[src/hdl/slhm_pkg.sv]
// shared types and constants for the serial link health monitor
`timescale 1ns / 1ps

package slhm_pkg;

    // silence and restart timer width
    localparam int TIMER_WIDTH = 17;
    // width used to compare a timer against a 16-bit threshold
    localparam int CMP_W = (TIMER_WIDTH > 16) ? TIMER_WIDTH : 16;
    localparam logic [TIMER_WIDTH-1:0] TIMER_MAX = {TIMER_WIDTH{1'b1}};

    localparam int CFG_IDX_W  = 2;
    localparam int CFG_DATA_W = 16;

    // register reset values
    localparam logic [15:0] SIGNAL_LOST_RST = 16'd100;
    localparam logic [15:0] POWER_LOST_RST  = 16'd500;
    localparam logic [7:0]  FAIL_LIMIT_RST  = 8'd3;
    localparam logic [15:0] AUTO_RESET_RST  = 16'd5000;

    typedef enum logic [CFG_IDX_W-1:0] {
        CFG_SIGNAL_LOST = 2'd0,
        CFG_POWER_LOST  = 2'd1,
        CFG_FAIL_LIMIT  = 2'd2,
        CFG_AUTO_RESET  = 2'd3
    } t_cfg_idx;

    typedef enum logic [1:0] {
        MODE_TICK         = 2'd0,
        MODE_FRAME        = 2'd1,
        MODE_MANUAL_RESET = 2'd2
    } t_mode;

    typedef enum logic [1:0] {
        LINK_NORMAL       = 2'd0,
        LINK_SIGNAL_LOST  = 2'd1,
        LINK_POWER_LOST   = 2'd2,
        LINK_RECONNECTING = 2'd3
    } t_link;

    typedef struct packed {
        logic [15:0] sig_lost_thr;
        logic [15:0] pwr_lost_thr;
        logic [7:0]  fail_limit;
        logic [15:0] auto_reset_ms;
    } t_cfg;

    typedef struct packed {
        logic [1:0] mode;
        logic       crc_good;
    } t_item;

    typedef struct packed {
        logic  valid;
        t_item item;
    } t_stage;

endpackage

[src/hdl/slhm_if.sv]
// channel interfaces: input items, result items and register writes
`timescale 1ns / 1ps

interface slhm_in_if;
    logic       valid;
    logic       ready;
    logic [1:0] mode;
    logic       crc_good;

    modport source (output valid, output mode, output crc_good, input ready);
    modport sink   (input valid, input mode, input crc_good, output ready);
endinterface

interface slhm_out_if;
    logic       valid;
    logic       ready;
    logic [1:0] link_state;
    logic       data_valid;
    logic       power_lost;
    logic       restart_request;
    logic [7:0] fail_count;

    modport source (output valid, output link_state, output data_valid, output power_lost,
                    output restart_request, output fail_count, input ready);
    modport sink   (input valid, input link_state, input data_valid, input power_lost,
                    input restart_request, input fail_count, output ready);
endinterface

interface slhm_cfg_if;
    logic        valid;
    logic        ready;
    logic [1:0]  index;
    logic [15:0] data;

    modport source (output valid, output index, output data, input ready);
    modport sink   (input valid, input index, input data, output ready);
endinterface

[src/hdl/slhm_cfg_regs.sv]
// configuration register file
`timescale 1ns / 1ps

module slhm_cfg_regs import slhm_pkg::*; (
    input  logic         i_clk,
    input  logic         i_rst_n,
    slhm_cfg_if.sink     i_cfg,
    output t_cfg         o_cfg
);

    t_cfg r_cfg;

    // writes are always taken
    assign i_cfg.ready = 1'b1;

    // register write
    always_ff @(posedge i_clk) begin
        if (!i_rst_n) begin
            r_cfg.sig_lost_thr  <= SIGNAL_LOST_RST;
            r_cfg.pwr_lost_thr  <= POWER_LOST_RST;
            r_cfg.fail_limit    <= FAIL_LIMIT_RST;
            r_cfg.auto_reset_ms <= AUTO_RESET_RST;
        end else if (i_cfg.valid) begin
            unique case (t_cfg_idx'(i_cfg.index))
                CFG_SIGNAL_LOST: r_cfg.sig_lost_thr  <= i_cfg.data;
                CFG_POWER_LOST:  r_cfg.pwr_lost_thr  <= i_cfg.data;
                CFG_FAIL_LIMIT:  r_cfg.fail_limit    <= i_cfg.data[7:0];
                CFG_AUTO_RESET:  r_cfg.auto_reset_ms <= i_cfg.data;
                default: ;
            endcase
        end
    end

    assign o_cfg = r_cfg;

endmodule

[src/hdl/slhm_in_stage.sv]
// input register stage
`timescale 1ns / 1ps

module slhm_in_stage import slhm_pkg::*; (
    input  logic       i_clk,
    input  logic       i_rst_n,
    slhm_in_if.sink    i_in,
    input  logic       i_advance,
    output t_stage     o_stage
);

    logic  r_valid;
    t_item r_item;
    logic  accept;

    // take a new transaction when empty or when the held one moves on
    assign i_in.ready = !r_valid || i_advance;
    assign accept     = i_in.valid && i_in.ready;

    // valid bit
    always_ff @(posedge i_clk) begin
        if (!i_rst_n) begin
            r_valid <= 1'b0;
        end else if (accept) begin
            r_valid <= 1'b1;
        end else if (i_advance) begin
            r_valid <= 1'b0;
        end
    end

    // payload
    always_ff @(posedge i_clk) begin
        if (accept) begin
            r_item.mode     <= i_in.mode;
            r_item.crc_good <= i_in.crc_good;
        end
    end

    assign o_stage.valid = r_valid;
    assign o_stage.item  = r_item;

endmodule

[src/hdl/slhm_health_core.sv]
// link state, timers, failure run and result register
`timescale 1ns / 1ps

module slhm_health_core import slhm_pkg::*; (
    input  logic        i_clk,
    input  logic        i_rst_n,
    input  t_cfg        i_cfg,
    input  t_stage      i_stage,
    slhm_out_if.source  o_out,
    output logic        o_advance
);

    t_link                  r_link, n_link;
    logic [TIMER_WIDTH-1:0] r_silence, n_silence;
    logic [TIMER_WIDTH-1:0] r_since, n_since;
    logic [7:0]             r_fail_run, n_fail_run;
    logic                   r_last_good, n_last_good;
    logic                   r_valid_flag, n_valid_flag;
    logic                   n_restart;

    logic                   r_out_valid;
    t_link                  r_out_link;
    logic                   r_out_data_valid;
    logic                   r_out_restart;
    logic [7:0]             r_out_fail;

    logic [TIMER_WIDTH-1:0] silence_inc, since_inc;
    logic                   power_hit, signal_hit, auto_hit;
    logic                   fire;

    assign o_advance = !r_out_valid || o_out.ready;
    assign fire      = i_stage.valid && o_advance;

    // saturating timer increments and timeout compares
    always_comb begin
        silence_inc = (r_silence == TIMER_MAX) ? r_silence : r_silence + TIMER_WIDTH'(1);
        since_inc   = (r_since == TIMER_MAX) ? r_since : r_since + TIMER_WIDTH'(1);
        power_hit   = CMP_W'(silence_inc) > CMP_W'(i_cfg.pwr_lost_thr);
        signal_hit  = CMP_W'(silence_inc) > CMP_W'(i_cfg.sig_lost_thr);
        auto_hit    = CMP_W'(since_inc) > CMP_W'(i_cfg.auto_reset_ms);
    end

    // link state next value
    always_comb begin
        n_link = r_link;
        case (t_mode'(i_stage.item.mode))
            MODE_TICK: begin
                unique case (r_link)
                    LINK_NORMAL: begin
                        if (power_hit) begin
                            n_link = LINK_POWER_LOST;
                        end else if (signal_hit) begin
                            n_link = LINK_SIGNAL_LOST;
                        end
                    end
                    LINK_POWER_LOST: begin
                        if (auto_hit) begin
                            n_link = LINK_RECONNECTING;
                        end
                    end
                    default: begin
                        if (power_hit) begin
                            n_link = LINK_POWER_LOST;
                        end
                    end
                endcase
            end
            MODE_FRAME: begin
                if (i_stage.item.crc_good) begin
                    n_link = LINK_NORMAL;
                end
            end
            MODE_MANUAL_RESET: n_link = LINK_RECONNECTING;
            default: ;
        endcase
    end

    // timers, failure run, restart pulse
    always_comb begin
        n_silence   = r_silence;
        n_since     = r_since;
        n_fail_run  = r_fail_run;
        n_last_good = r_last_good;
        n_restart   = 1'b0;
        case (t_mode'(i_stage.item.mode))
            MODE_TICK: begin
                n_silence = silence_inc;
                n_since   = since_inc;
                if (r_link == LINK_POWER_LOST && auto_hit) begin
                    n_fail_run = '0;
                    n_silence  = '0;
                    n_since    = '0;
                    n_restart  = 1'b1;
                end
            end
            MODE_FRAME: begin
                if (i_stage.item.crc_good) begin
                    n_fail_run  = '0;
                    n_last_good = 1'b1;
                    n_silence   = '0;
                end else begin
                    n_last_good = 1'b0;
                    if (r_fail_run < i_cfg.fail_limit) begin
                        n_fail_run = r_fail_run + 8'd1;
                    end
                end
            end
            MODE_MANUAL_RESET: begin
                n_fail_run = '0;
                n_silence  = '0;
                n_restart  = 1'b1;
            end
            default: ;
        endcase
    end

    // data valid flag
    always_comb begin
        n_valid_flag = r_valid_flag;
        if (n_link != LINK_NORMAL || n_fail_run >= i_cfg.fail_limit) begin
            n_valid_flag = 1'b0;
        end else if (n_last_good) begin
            n_valid_flag = 1'b1;
        end
    end

    // state update, one transaction per cycle while the result side can advance
    always_ff @(posedge i_clk) begin
        if (!i_rst_n) begin
            r_link       <= LINK_RECONNECTING;
            r_silence    <= '0;
            r_since      <= '0;
            r_fail_run   <= '0;
            r_last_good  <= 1'b0;
            r_valid_flag <= 1'b0;
        end else if (fire) begin
            r_link       <= n_link;
            r_silence    <= n_silence;
            r_since      <= n_since;
            r_fail_run   <= n_fail_run;
            r_last_good  <= n_last_good;
            r_valid_flag <= n_valid_flag;
        end
    end

    // result register valid
    always_ff @(posedge i_clk) begin
        if (!i_rst_n) begin
            r_out_valid <= 1'b0;
        end else if (o_advance) begin
            r_out_valid <= i_stage.valid;
        end
    end

    // result register payload
    always_ff @(posedge i_clk) begin
        if (fire) begin
            r_out_link       <= n_link;
            r_out_data_valid <= n_valid_flag;
            r_out_restart    <= n_restart;
            r_out_fail       <= n_fail_run;
        end
    end

    assign o_out.valid           = r_out_valid;
    assign o_out.link_state      = r_out_link;
    assign o_out.data_valid      = r_out_data_valid;
    assign o_out.power_lost      = (r_out_link == LINK_POWER_LOST);
    assign o_out.restart_request = r_out_restart;
    assign o_out.fail_count      = r_out_fail;

endmodule

[src/hdl/serial_link_health_monitor_top.sv]
// Serial link health monitor. Each transaction on i_in is a 1 ms tick, a checked frame with
// its CRC result, or a manual receiver reset, and yields exactly one result on o_out: link
// state, data valid, power lost, a one-transaction restart request and the CRC failure run.
// One transaction is accepted every clock cycle while i_in.ready is high. An accepted
// transaction sits in the input register, moves into the result register once that is free
// or being taken, and is shown on o_out from then on. A stalled result does not block the
// next accept while the input register is free; with both registers full, i_in.ready drops
// until o_out is taken. Registers on i_cfg must be written only while idle; the block
// itself does not enforce this.
`timescale 1ns / 1ps

module serial_link_health_monitor_top import slhm_pkg::*; (
    input  logic        i_clk,
    input  logic        i_rst_n,
    slhm_in_if.sink     i_in,
    slhm_cfg_if.sink    i_cfg,
    slhm_out_if.source  o_out
);

    t_cfg   cfg;
    t_stage stage;
    logic   advance;

    // configuration registers
    slhm_cfg_regs u_cfg_regs (
        .i_clk   (i_clk),
        .i_rst_n (i_rst_n),
        .i_cfg   (i_cfg),
        .o_cfg   (cfg)
    );

    // input register
    slhm_in_stage u_in_stage (
        .i_clk     (i_clk),
        .i_rst_n   (i_rst_n),
        .i_in      (i_in),
        .i_advance (advance),
        .o_stage   (stage)
    );

    // health logic and result register
    slhm_health_core u_core (
        .i_clk     (i_clk),
        .i_rst_n   (i_rst_n),
        .i_cfg     (cfg),
        .i_stage   (stage),
        .o_out     (o_out),
        .o_advance (advance)
    );

`ifndef SYNTHESIS
    // a restart always leaves the link reconnecting
    assert property (@(posedge i_clk) disable iff (!i_rst_n)
        o_out.valid && o_out.restart_request |-> o_out.link_state == LINK_RECONNECTING)
        else $error("restart without reconnecting state");

    // usable data only on a normal link below the failure limit
    assert property (@(posedge i_clk) disable iff (!i_rst_n)
        o_out.valid && o_out.data_valid |->
            o_out.link_state == LINK_NORMAL && o_out.fail_count < cfg.fail_limit)
        else $error("data valid on bad link");

    // a held transaction is not lost while the result side stalls
    assert property (@(posedge i_clk) disable iff (!i_rst_n)
        stage.valid && !advance |=> stage.valid)
        else $error("input stage dropped a transaction");
`endif

endmodule

[src/flat_wrapper.sv]
// flat-port wrapper written by rule: the top's interface ports become plain ports
module serial_link_health_monitor_top_flat import slhm_pkg::*;
  (i_clk, i_rst_n, i_in_valid, i_in_mode, i_in_crc_good, i_in_ready, i_cfg_valid, i_cfg_index, i_cfg_data, i_cfg_ready, o_out_valid, o_out_link_state, o_out_data_valid, o_out_power_lost, o_out_restart_request, o_out_fail_count, o_out_ready);
  slhm_in_if i_in_i ();
  slhm_cfg_if i_cfg_i ();
  slhm_out_if o_out_i ();
  input  logic i_clk;
  input  logic i_rst_n;
  input wire logic [$bits(i_in_i.valid)-1:0] i_in_valid;
  input wire logic [$bits(i_in_i.mode)-1:0] i_in_mode;
  input wire logic [$bits(i_in_i.crc_good)-1:0] i_in_crc_good;
  output wire logic [$bits(i_in_i.ready)-1:0] i_in_ready;
  input wire logic [$bits(i_cfg_i.valid)-1:0] i_cfg_valid;
  input wire logic [$bits(i_cfg_i.index)-1:0] i_cfg_index;
  input wire logic [$bits(i_cfg_i.data)-1:0] i_cfg_data;
  output wire logic [$bits(i_cfg_i.ready)-1:0] i_cfg_ready;
  output wire logic [$bits(o_out_i.valid)-1:0] o_out_valid;
  output wire logic [$bits(o_out_i.link_state)-1:0] o_out_link_state;
  output wire logic [$bits(o_out_i.data_valid)-1:0] o_out_data_valid;
  output wire logic [$bits(o_out_i.power_lost)-1:0] o_out_power_lost;
  output wire logic [$bits(o_out_i.restart_request)-1:0] o_out_restart_request;
  output wire logic [$bits(o_out_i.fail_count)-1:0] o_out_fail_count;
  input wire logic [$bits(o_out_i.ready)-1:0] o_out_ready;
  assign i_in_i.valid = i_in_valid;
  assign i_in_i.mode = i_in_mode;
  assign i_in_i.crc_good = i_in_crc_good;
  assign i_in_ready = i_in_i.ready;
  assign i_cfg_i.valid = i_cfg_valid;
  assign i_cfg_i.index = i_cfg_index;
  assign i_cfg_i.data = i_cfg_data;
  assign i_cfg_ready = i_cfg_i.ready;
  assign o_out_valid = o_out_i.valid;
  assign o_out_link_state = o_out_i.link_state;
  assign o_out_data_valid = o_out_i.data_valid;
  assign o_out_power_lost = o_out_i.power_lost;
  assign o_out_restart_request = o_out_i.restart_request;
  assign o_out_fail_count = o_out_i.fail_count;
  assign o_out_i.ready = o_out_ready;
  serial_link_health_monitor_top u_core (.i_clk(i_clk), .i_rst_n(i_rst_n), .i_in(i_in_i), .i_cfg(i_cfg_i), .o_out(o_out_i));
endmodule
[config.mk]
export PLATFORM = sky130hd
export DESIGN_NAME = serial_link_health_monitor_top_flat
export DESIGN_NICKNAME = d
export VERILOG_FILES = /design/src/hdl/slhm_pkg.sv /design/src/hdl/slhm_if.sv /design/src/hdl/slhm_cfg_regs.sv /design/src/hdl/slhm_in_stage.sv /design/src/hdl/slhm_health_core.sv /design/src/hdl/serial_link_health_monitor_top.sv /design/src/flat_wrapper.sv
export SDC_FILE = /design/constraint.sdc
export NUM_CORES = 1
export LEC_CHECK = 0
export BUFFER_PORTS_ARGS = -buffer_cell sky130_fd_sc_hd__buf_2
export CAP_MARGIN = 40
export CORE_ASPECT_RATIO = 1.1
export CORE_MARGIN = 2
export CORE_UTILIZATION = 60
export CTS_CLUSTER_SIZE = 40
export DETAILED_ROUTE_END_ITERATION = 10
export PLACE_DENSITY = 0.79
export SLEW_MARGIN = 25
export SYNTH_ARGS = -nofsm -noshare
export SYNTH_HDL_FRONTEND = slang
export SYNTH_SLANG_ARGS = --single-unit
[constraint.sdc]
create_clock -name i_clk -period 14.1 [get_ports i_clk]
set_input_delay 1.41 -clock i_clk [delete_from_list [all_inputs] [get_ports i_clk]]
set_output_delay 1.41 -clock i_clk [all_outputs]
set_load 0.05 [all_outputs]
==> flow_metrics.env <==
export IMPL_status="finished clean"
export IMPL_diodes=0
export IMPL_yosys_most_used_dff="dfxtp_1"
export IMPL_synth_most_common_cell="nand2_1"
export IMPL_intPower_mw=0.644
export IMPL_synthSimpleGateAreaFrac_pct=23.3
export IMPL_cts_root_buf="clkbuf_16"
export IMPL_via_count=6538
export IMPL_clock_sinks=119
export IMPL_io_pins=42
export IMPL_ys_ff_latch=119
export IMPL_die_x_um=108
export IMPL_gp_congestion=0.886
export IMPL_area_delta_synth_final_pct=12.2
export IMPL_layout_worst_path_cycle_share_pct=41.6
export IMPL_yosys_warnings=0
export IMPL_p_seq_share_pct=41.4
export IMPL_critPathRequiredTime_ns=14.44
export IMPL_critical_path_top_delay_family="compound AO/OA/AOI/OAI gates"
export IMPL_yosysTopAreaCell="dfxtp_1"
export IMPL_skew_ns=0.00922
export IMPL_dieArea_um2=12700
export IMPL_grt_pass1_wl_um=31100
export IMPL_pwr_share_comb_pct=8.2
export IMPL_viasPerCell=6.13
export IMPL_slew_headroom_pct=44.1
export IMPL_synthAdderAreaFrac_pct=12.3
export IMPL_cts_max_level=4
export IMPL_finalSetupViolCount=0
export IMPL_fp_row_count=41
export IMPL_nNetsFinal=999
export IMPL_synth_cell_type_count=73
export IMPL_synth_edf_count=15
export IMPL_ys_seq_area_share_pct=35.7
export IMPL_worstHoldPathType="reg2reg"
export IMPL_synthesis_nets=973
export IMPL_dr_pass1_iters=5
export IMPL_syn_area_um2=7100
export IMPL_clock_latency_ns=0.43
export IMPL_critical_path_cell_chain="ha_1, nand4_1, nor4_4, a211oi_1, nand2_1, nor3_1, xor2_1, ha_1, a2111oi_0, o21ai_1, or4b_4, a21oi_1, or2_0, nand2_1, o21ai_0, ha_1, a21o_1, a21o_1, a21oi_1, o21ai_0, o211ai_1, nand3_1, o31ai_1"
export IMPL_hold_slack_ns=0.452
export IMPL_yosys_top_cells_count="148 x nand2_1, 104 x dfxtp_1, 92 x a21oi_1, 70 x ha_1, 65 x inv_1"
export IMPL_startpoint_type="flop"
export IMPL_irDropWorstVdd_uv=84.4
export IMPL_fin_setup_tns_ns=0
export IMPL_p_leak_nw=3.33
export IMPL_power_switching_mw=0.220
export IMPL_ys_top_cells_by_area="dfxtp_1 29%, ha_1 12%, nand2_1 7.8%, a21oi_1 6.5%, edfxtp_1 6.3%"
export IMPL_pwr_share_clk_pct=50.4
export IMPL_drive_above_1_share_pct=10.0
export IMPL_clockBufferDepth=2
export IMPL_arrival_ns=6.20
export IMPL_drc_errors=0
export IMPL_yosys_mux_area_fraction_pct=0.300
export IMPL_synth_top_family_by_area="simple AND/OR/NAND/NOR gates"
export IMPL_max_stage_delay_ns=0.60
export IMPL_synthCells=877
export IMPL_grt_pass1_vias=6504
export IMPL_end_kind="flop"
export IMPL_maxCapViolations=0
export IMPL_switching_share_pct=25.5
export IMPL_routed_wl_um=18700
export IMPL_drt_iter0_drc=339
export IMPL_ant_nets=0
export IMPL_hold_viol=0
export IMPL_drv_slew=0
export IMPL_antenna_found_initial=0
export IMPL_cts_tree="done"
export IMPL_avgRoutedWirePerCell_um=17.5
export IMPL_fin_crit_ns=5.86
export IMPL_cts_buffers_inserted=17
export IMPL_power_density_nw_per_um2=108
export IMPL_crit_top_cell="ha_1"
export IMPL_r2r_end="u_core.u_core.r_valid_flag"
export IMPL_rsz0062_at_grt="false"
export IMPL_tightest_slew_ns=0.839
export IMPL_core_area_um2=11500
export IMPL_critPathKind="reg2reg"
export IMPL_overflow=0
export IMPL_fmax_mhz=171
export IMPL_cpMaxStageDelayCell="a211oi_1"
export IMPL_synth_top_area_share_pct=29.3
export IMPL_grt_max_degree=52
export IMPL_cts_resized=0
export IMPL_hold_depth=2
export IMPL_fp_dieH_um=118
export IMPL_cp_max_fo=7
export IMPL_hold_end="u_core.u_cfg_regs.o_cfg[1]"
export IMPL_hold_path_startpoint="u_core.u_cfg_regs.o_cfg[1]"
export IMPL_r2r_slack_ns=8.24
export IMPL_syn_avg_cell_area_um2=8.10
export IMPL_io_buffers=40
export IMPL_ff2ff_path_depth=23
export IMPL_synth_compound_area_share_pct=18.9
export IMPL_path_buf_inv=0
export IMPL_dp_final_hpwl_um=13500
export IMPL_clk_pin_slew_ns=0.06
export IMPL_start_util_pct=61.8
export IMPL_cts_setup_buffers=0
export IMPL_ys_async_sr_fraction_pct=0
export IMPL_synth_xor_area_share_pct=3.58
export IMPL_r2r_start="u_core.u_core.r_since[0]"
export IMPL_grtUsageTotal_pct=30.9
export IMPL_cts_hold_buf=0
==> registers in the layout, summed over array words and instances, names as in the netlist <==
| name | flops |
|---|---|
| u_core.u_core.r_since | 17 |
| u_core.u_core.r_valid_flag | 1 |
| u_core.u_core.o_out.link_state | 2 |
| u_core.u_core.r_fail_run | 8 |
| u_core.u_core.r_link | 2 |
| u_core.u_core.o_out.restart_request | 1 |
| u_core.u_core.o_out.valid | 1 |
| u_core.u_in_stage.o_stage | 3 |
| u_core.u_core.o_out.data_valid | 1 |
| u_core.u_core.r_silence | 17 |
| u_core.u_core.o_out.fail_count | 8 |
| u_core.u_in_stage.r_valid | 1 |
| u_core.u_cfg_regs.o_cfg | 56 |
| u_core.u_core.r_last_good | 1 |
==> placed cells by master, fill, tap and decap left out, types with 3 or more instances in the layout <==
cell type / netlist / routed
nor2_1: 54 / 54
clkbuf_16: 0 / 19
ha_1: 70 / 70
nand4_1: 12 / 12
nand2_1: 148 / 148
o21a_1: 4 / 4
or3_1: 6 / 6
and2_1: 5 / 5
a21oi_1: 92 / 92
a22oi_1: 13 / 13
nand3_1: 28 / 28
and4_1: 5 / 5
nand2b_1: 7 / 7
and3_1: 13 / 13
xor2_1: 14 / 14
a21o_1: 10 / 10
nor4_1: 3 / 3
buf_4: 2 / 3
o31ai_1: 5 / 5
nand3b_1: 12 / 12
buf_2: 7 / 40
a41oi_1: 3 / 3
dfxtp_1: 104 / 104
edfxtp_1: 15 / 15
inv_6: 0 / 4
a31oi_1: 6 / 6
xnor2_1: 15 / 15
nor2b_1: 6 / 6
a211oi_1: 7 / 7
o211ai_1: 19 / 19
inv_1: 65 / 65
nor3_1: 15 / 15
a311oi_1: 4 / 4
o21ai_0: 35 / 35
==> layer usage <==
layer / up-vias / global-route usage [%] / wire [um] / share of wire, %
met4: 0 / 15.6 / 767 / 4.1
li1: 3159 / - / - / -
met1: 3090 / 36.2 / 7500 / 40
met3: 60 / 6.92 / 1080 / 5.8
met2: 229 / 52.2 / 9350 / 50
met5: - / 0 / 0 / 0
==> area by class of cell <==
| class | count | area [um^2] |
|---|---|---|
| tap | 150 | 188 |
| clock buffer | 21 | 493 |
| sequential | 119 | 2530 |
| multi-input combinational | 654 | 4160 |
| timing repair buffer | 44 | 235 |
| inverter | 67 | 251 |
| clock inverter | 11 | 109 |
| fill | 929 | 3520 |
==> worst max-delay path by stage <==
| stage | endpoint | slack, ns | startpoint | cells after the start |
|---|---|---|---|---|
| after floorplan | u_core.u_core.r_valid_flag | 9.07 | u_core.u_core.r_since[2] | 24 |
| after global placement | u_core.u_core.r_valid_flag | 8.72 | u_core.u_core.r_since[2] | 23 |
| after detailed placement | u_core.u_core.r_valid_flag | 8.50 | u_core.u_core.r_since[2] | 22 |
| final | u_core.u_core.r_valid_flag | 8.24 | u_core.u_core.r_since[0] | 23 |
| after global routing | u_core.u_core.r_valid_flag | 7.74 | u_core.u_core.r_since[0] | 23 |
| after CTS | u_core.u_core.r_valid_flag | 8.29 | u_core.u_core.r_since[0] | 23 |
==> kinds of logic after synthesis <==
family	after synthesis
and+or+nand+nor	334
buffers and inverters	104
adders and majority gates	70
DFF	119
xor gates and xnor gates	29
other	1
muxes	2
AOI/OAI and AO/OA	218
==> tightest hold or removal path, stage by stage, from the launching register on <==
cell and delay (ns):
dfxtp_1 0.31, nand2_1 0.05, a21oi_1 0.05
==> stage by stage <==
step	worst slack [ns]	utilization (%)	power, mW	instance area, um^2	cells
after floorplan	9.07	-	0.412	7100	877
after global placement	8.72	63.9	0.431	7340	1032
after detailed placement	8.50	64.0	0.434	7350	1033
after CTS	8.29	69.2	0.866	7950	1065
after global routing	7.74	69.3	0.891	7970	1066
final	8.24	69.3	0.864	7970	1066
==> power by group through the flow <==
stage          clock [mW]  combinational [mW]  sequential [mW]
2_1_floorplan           0              0.0424            0.370
3_3_place_gp            0              0.0670            0.364
3_5_place_dp            0              0.0696            0.365
4_1_cts             0.438              0.0705            0.358
5_1_grt             0.454              0.0789            0.358
6_report            0.435              0.0712            0.358
(Power assumes the default switching activity.)
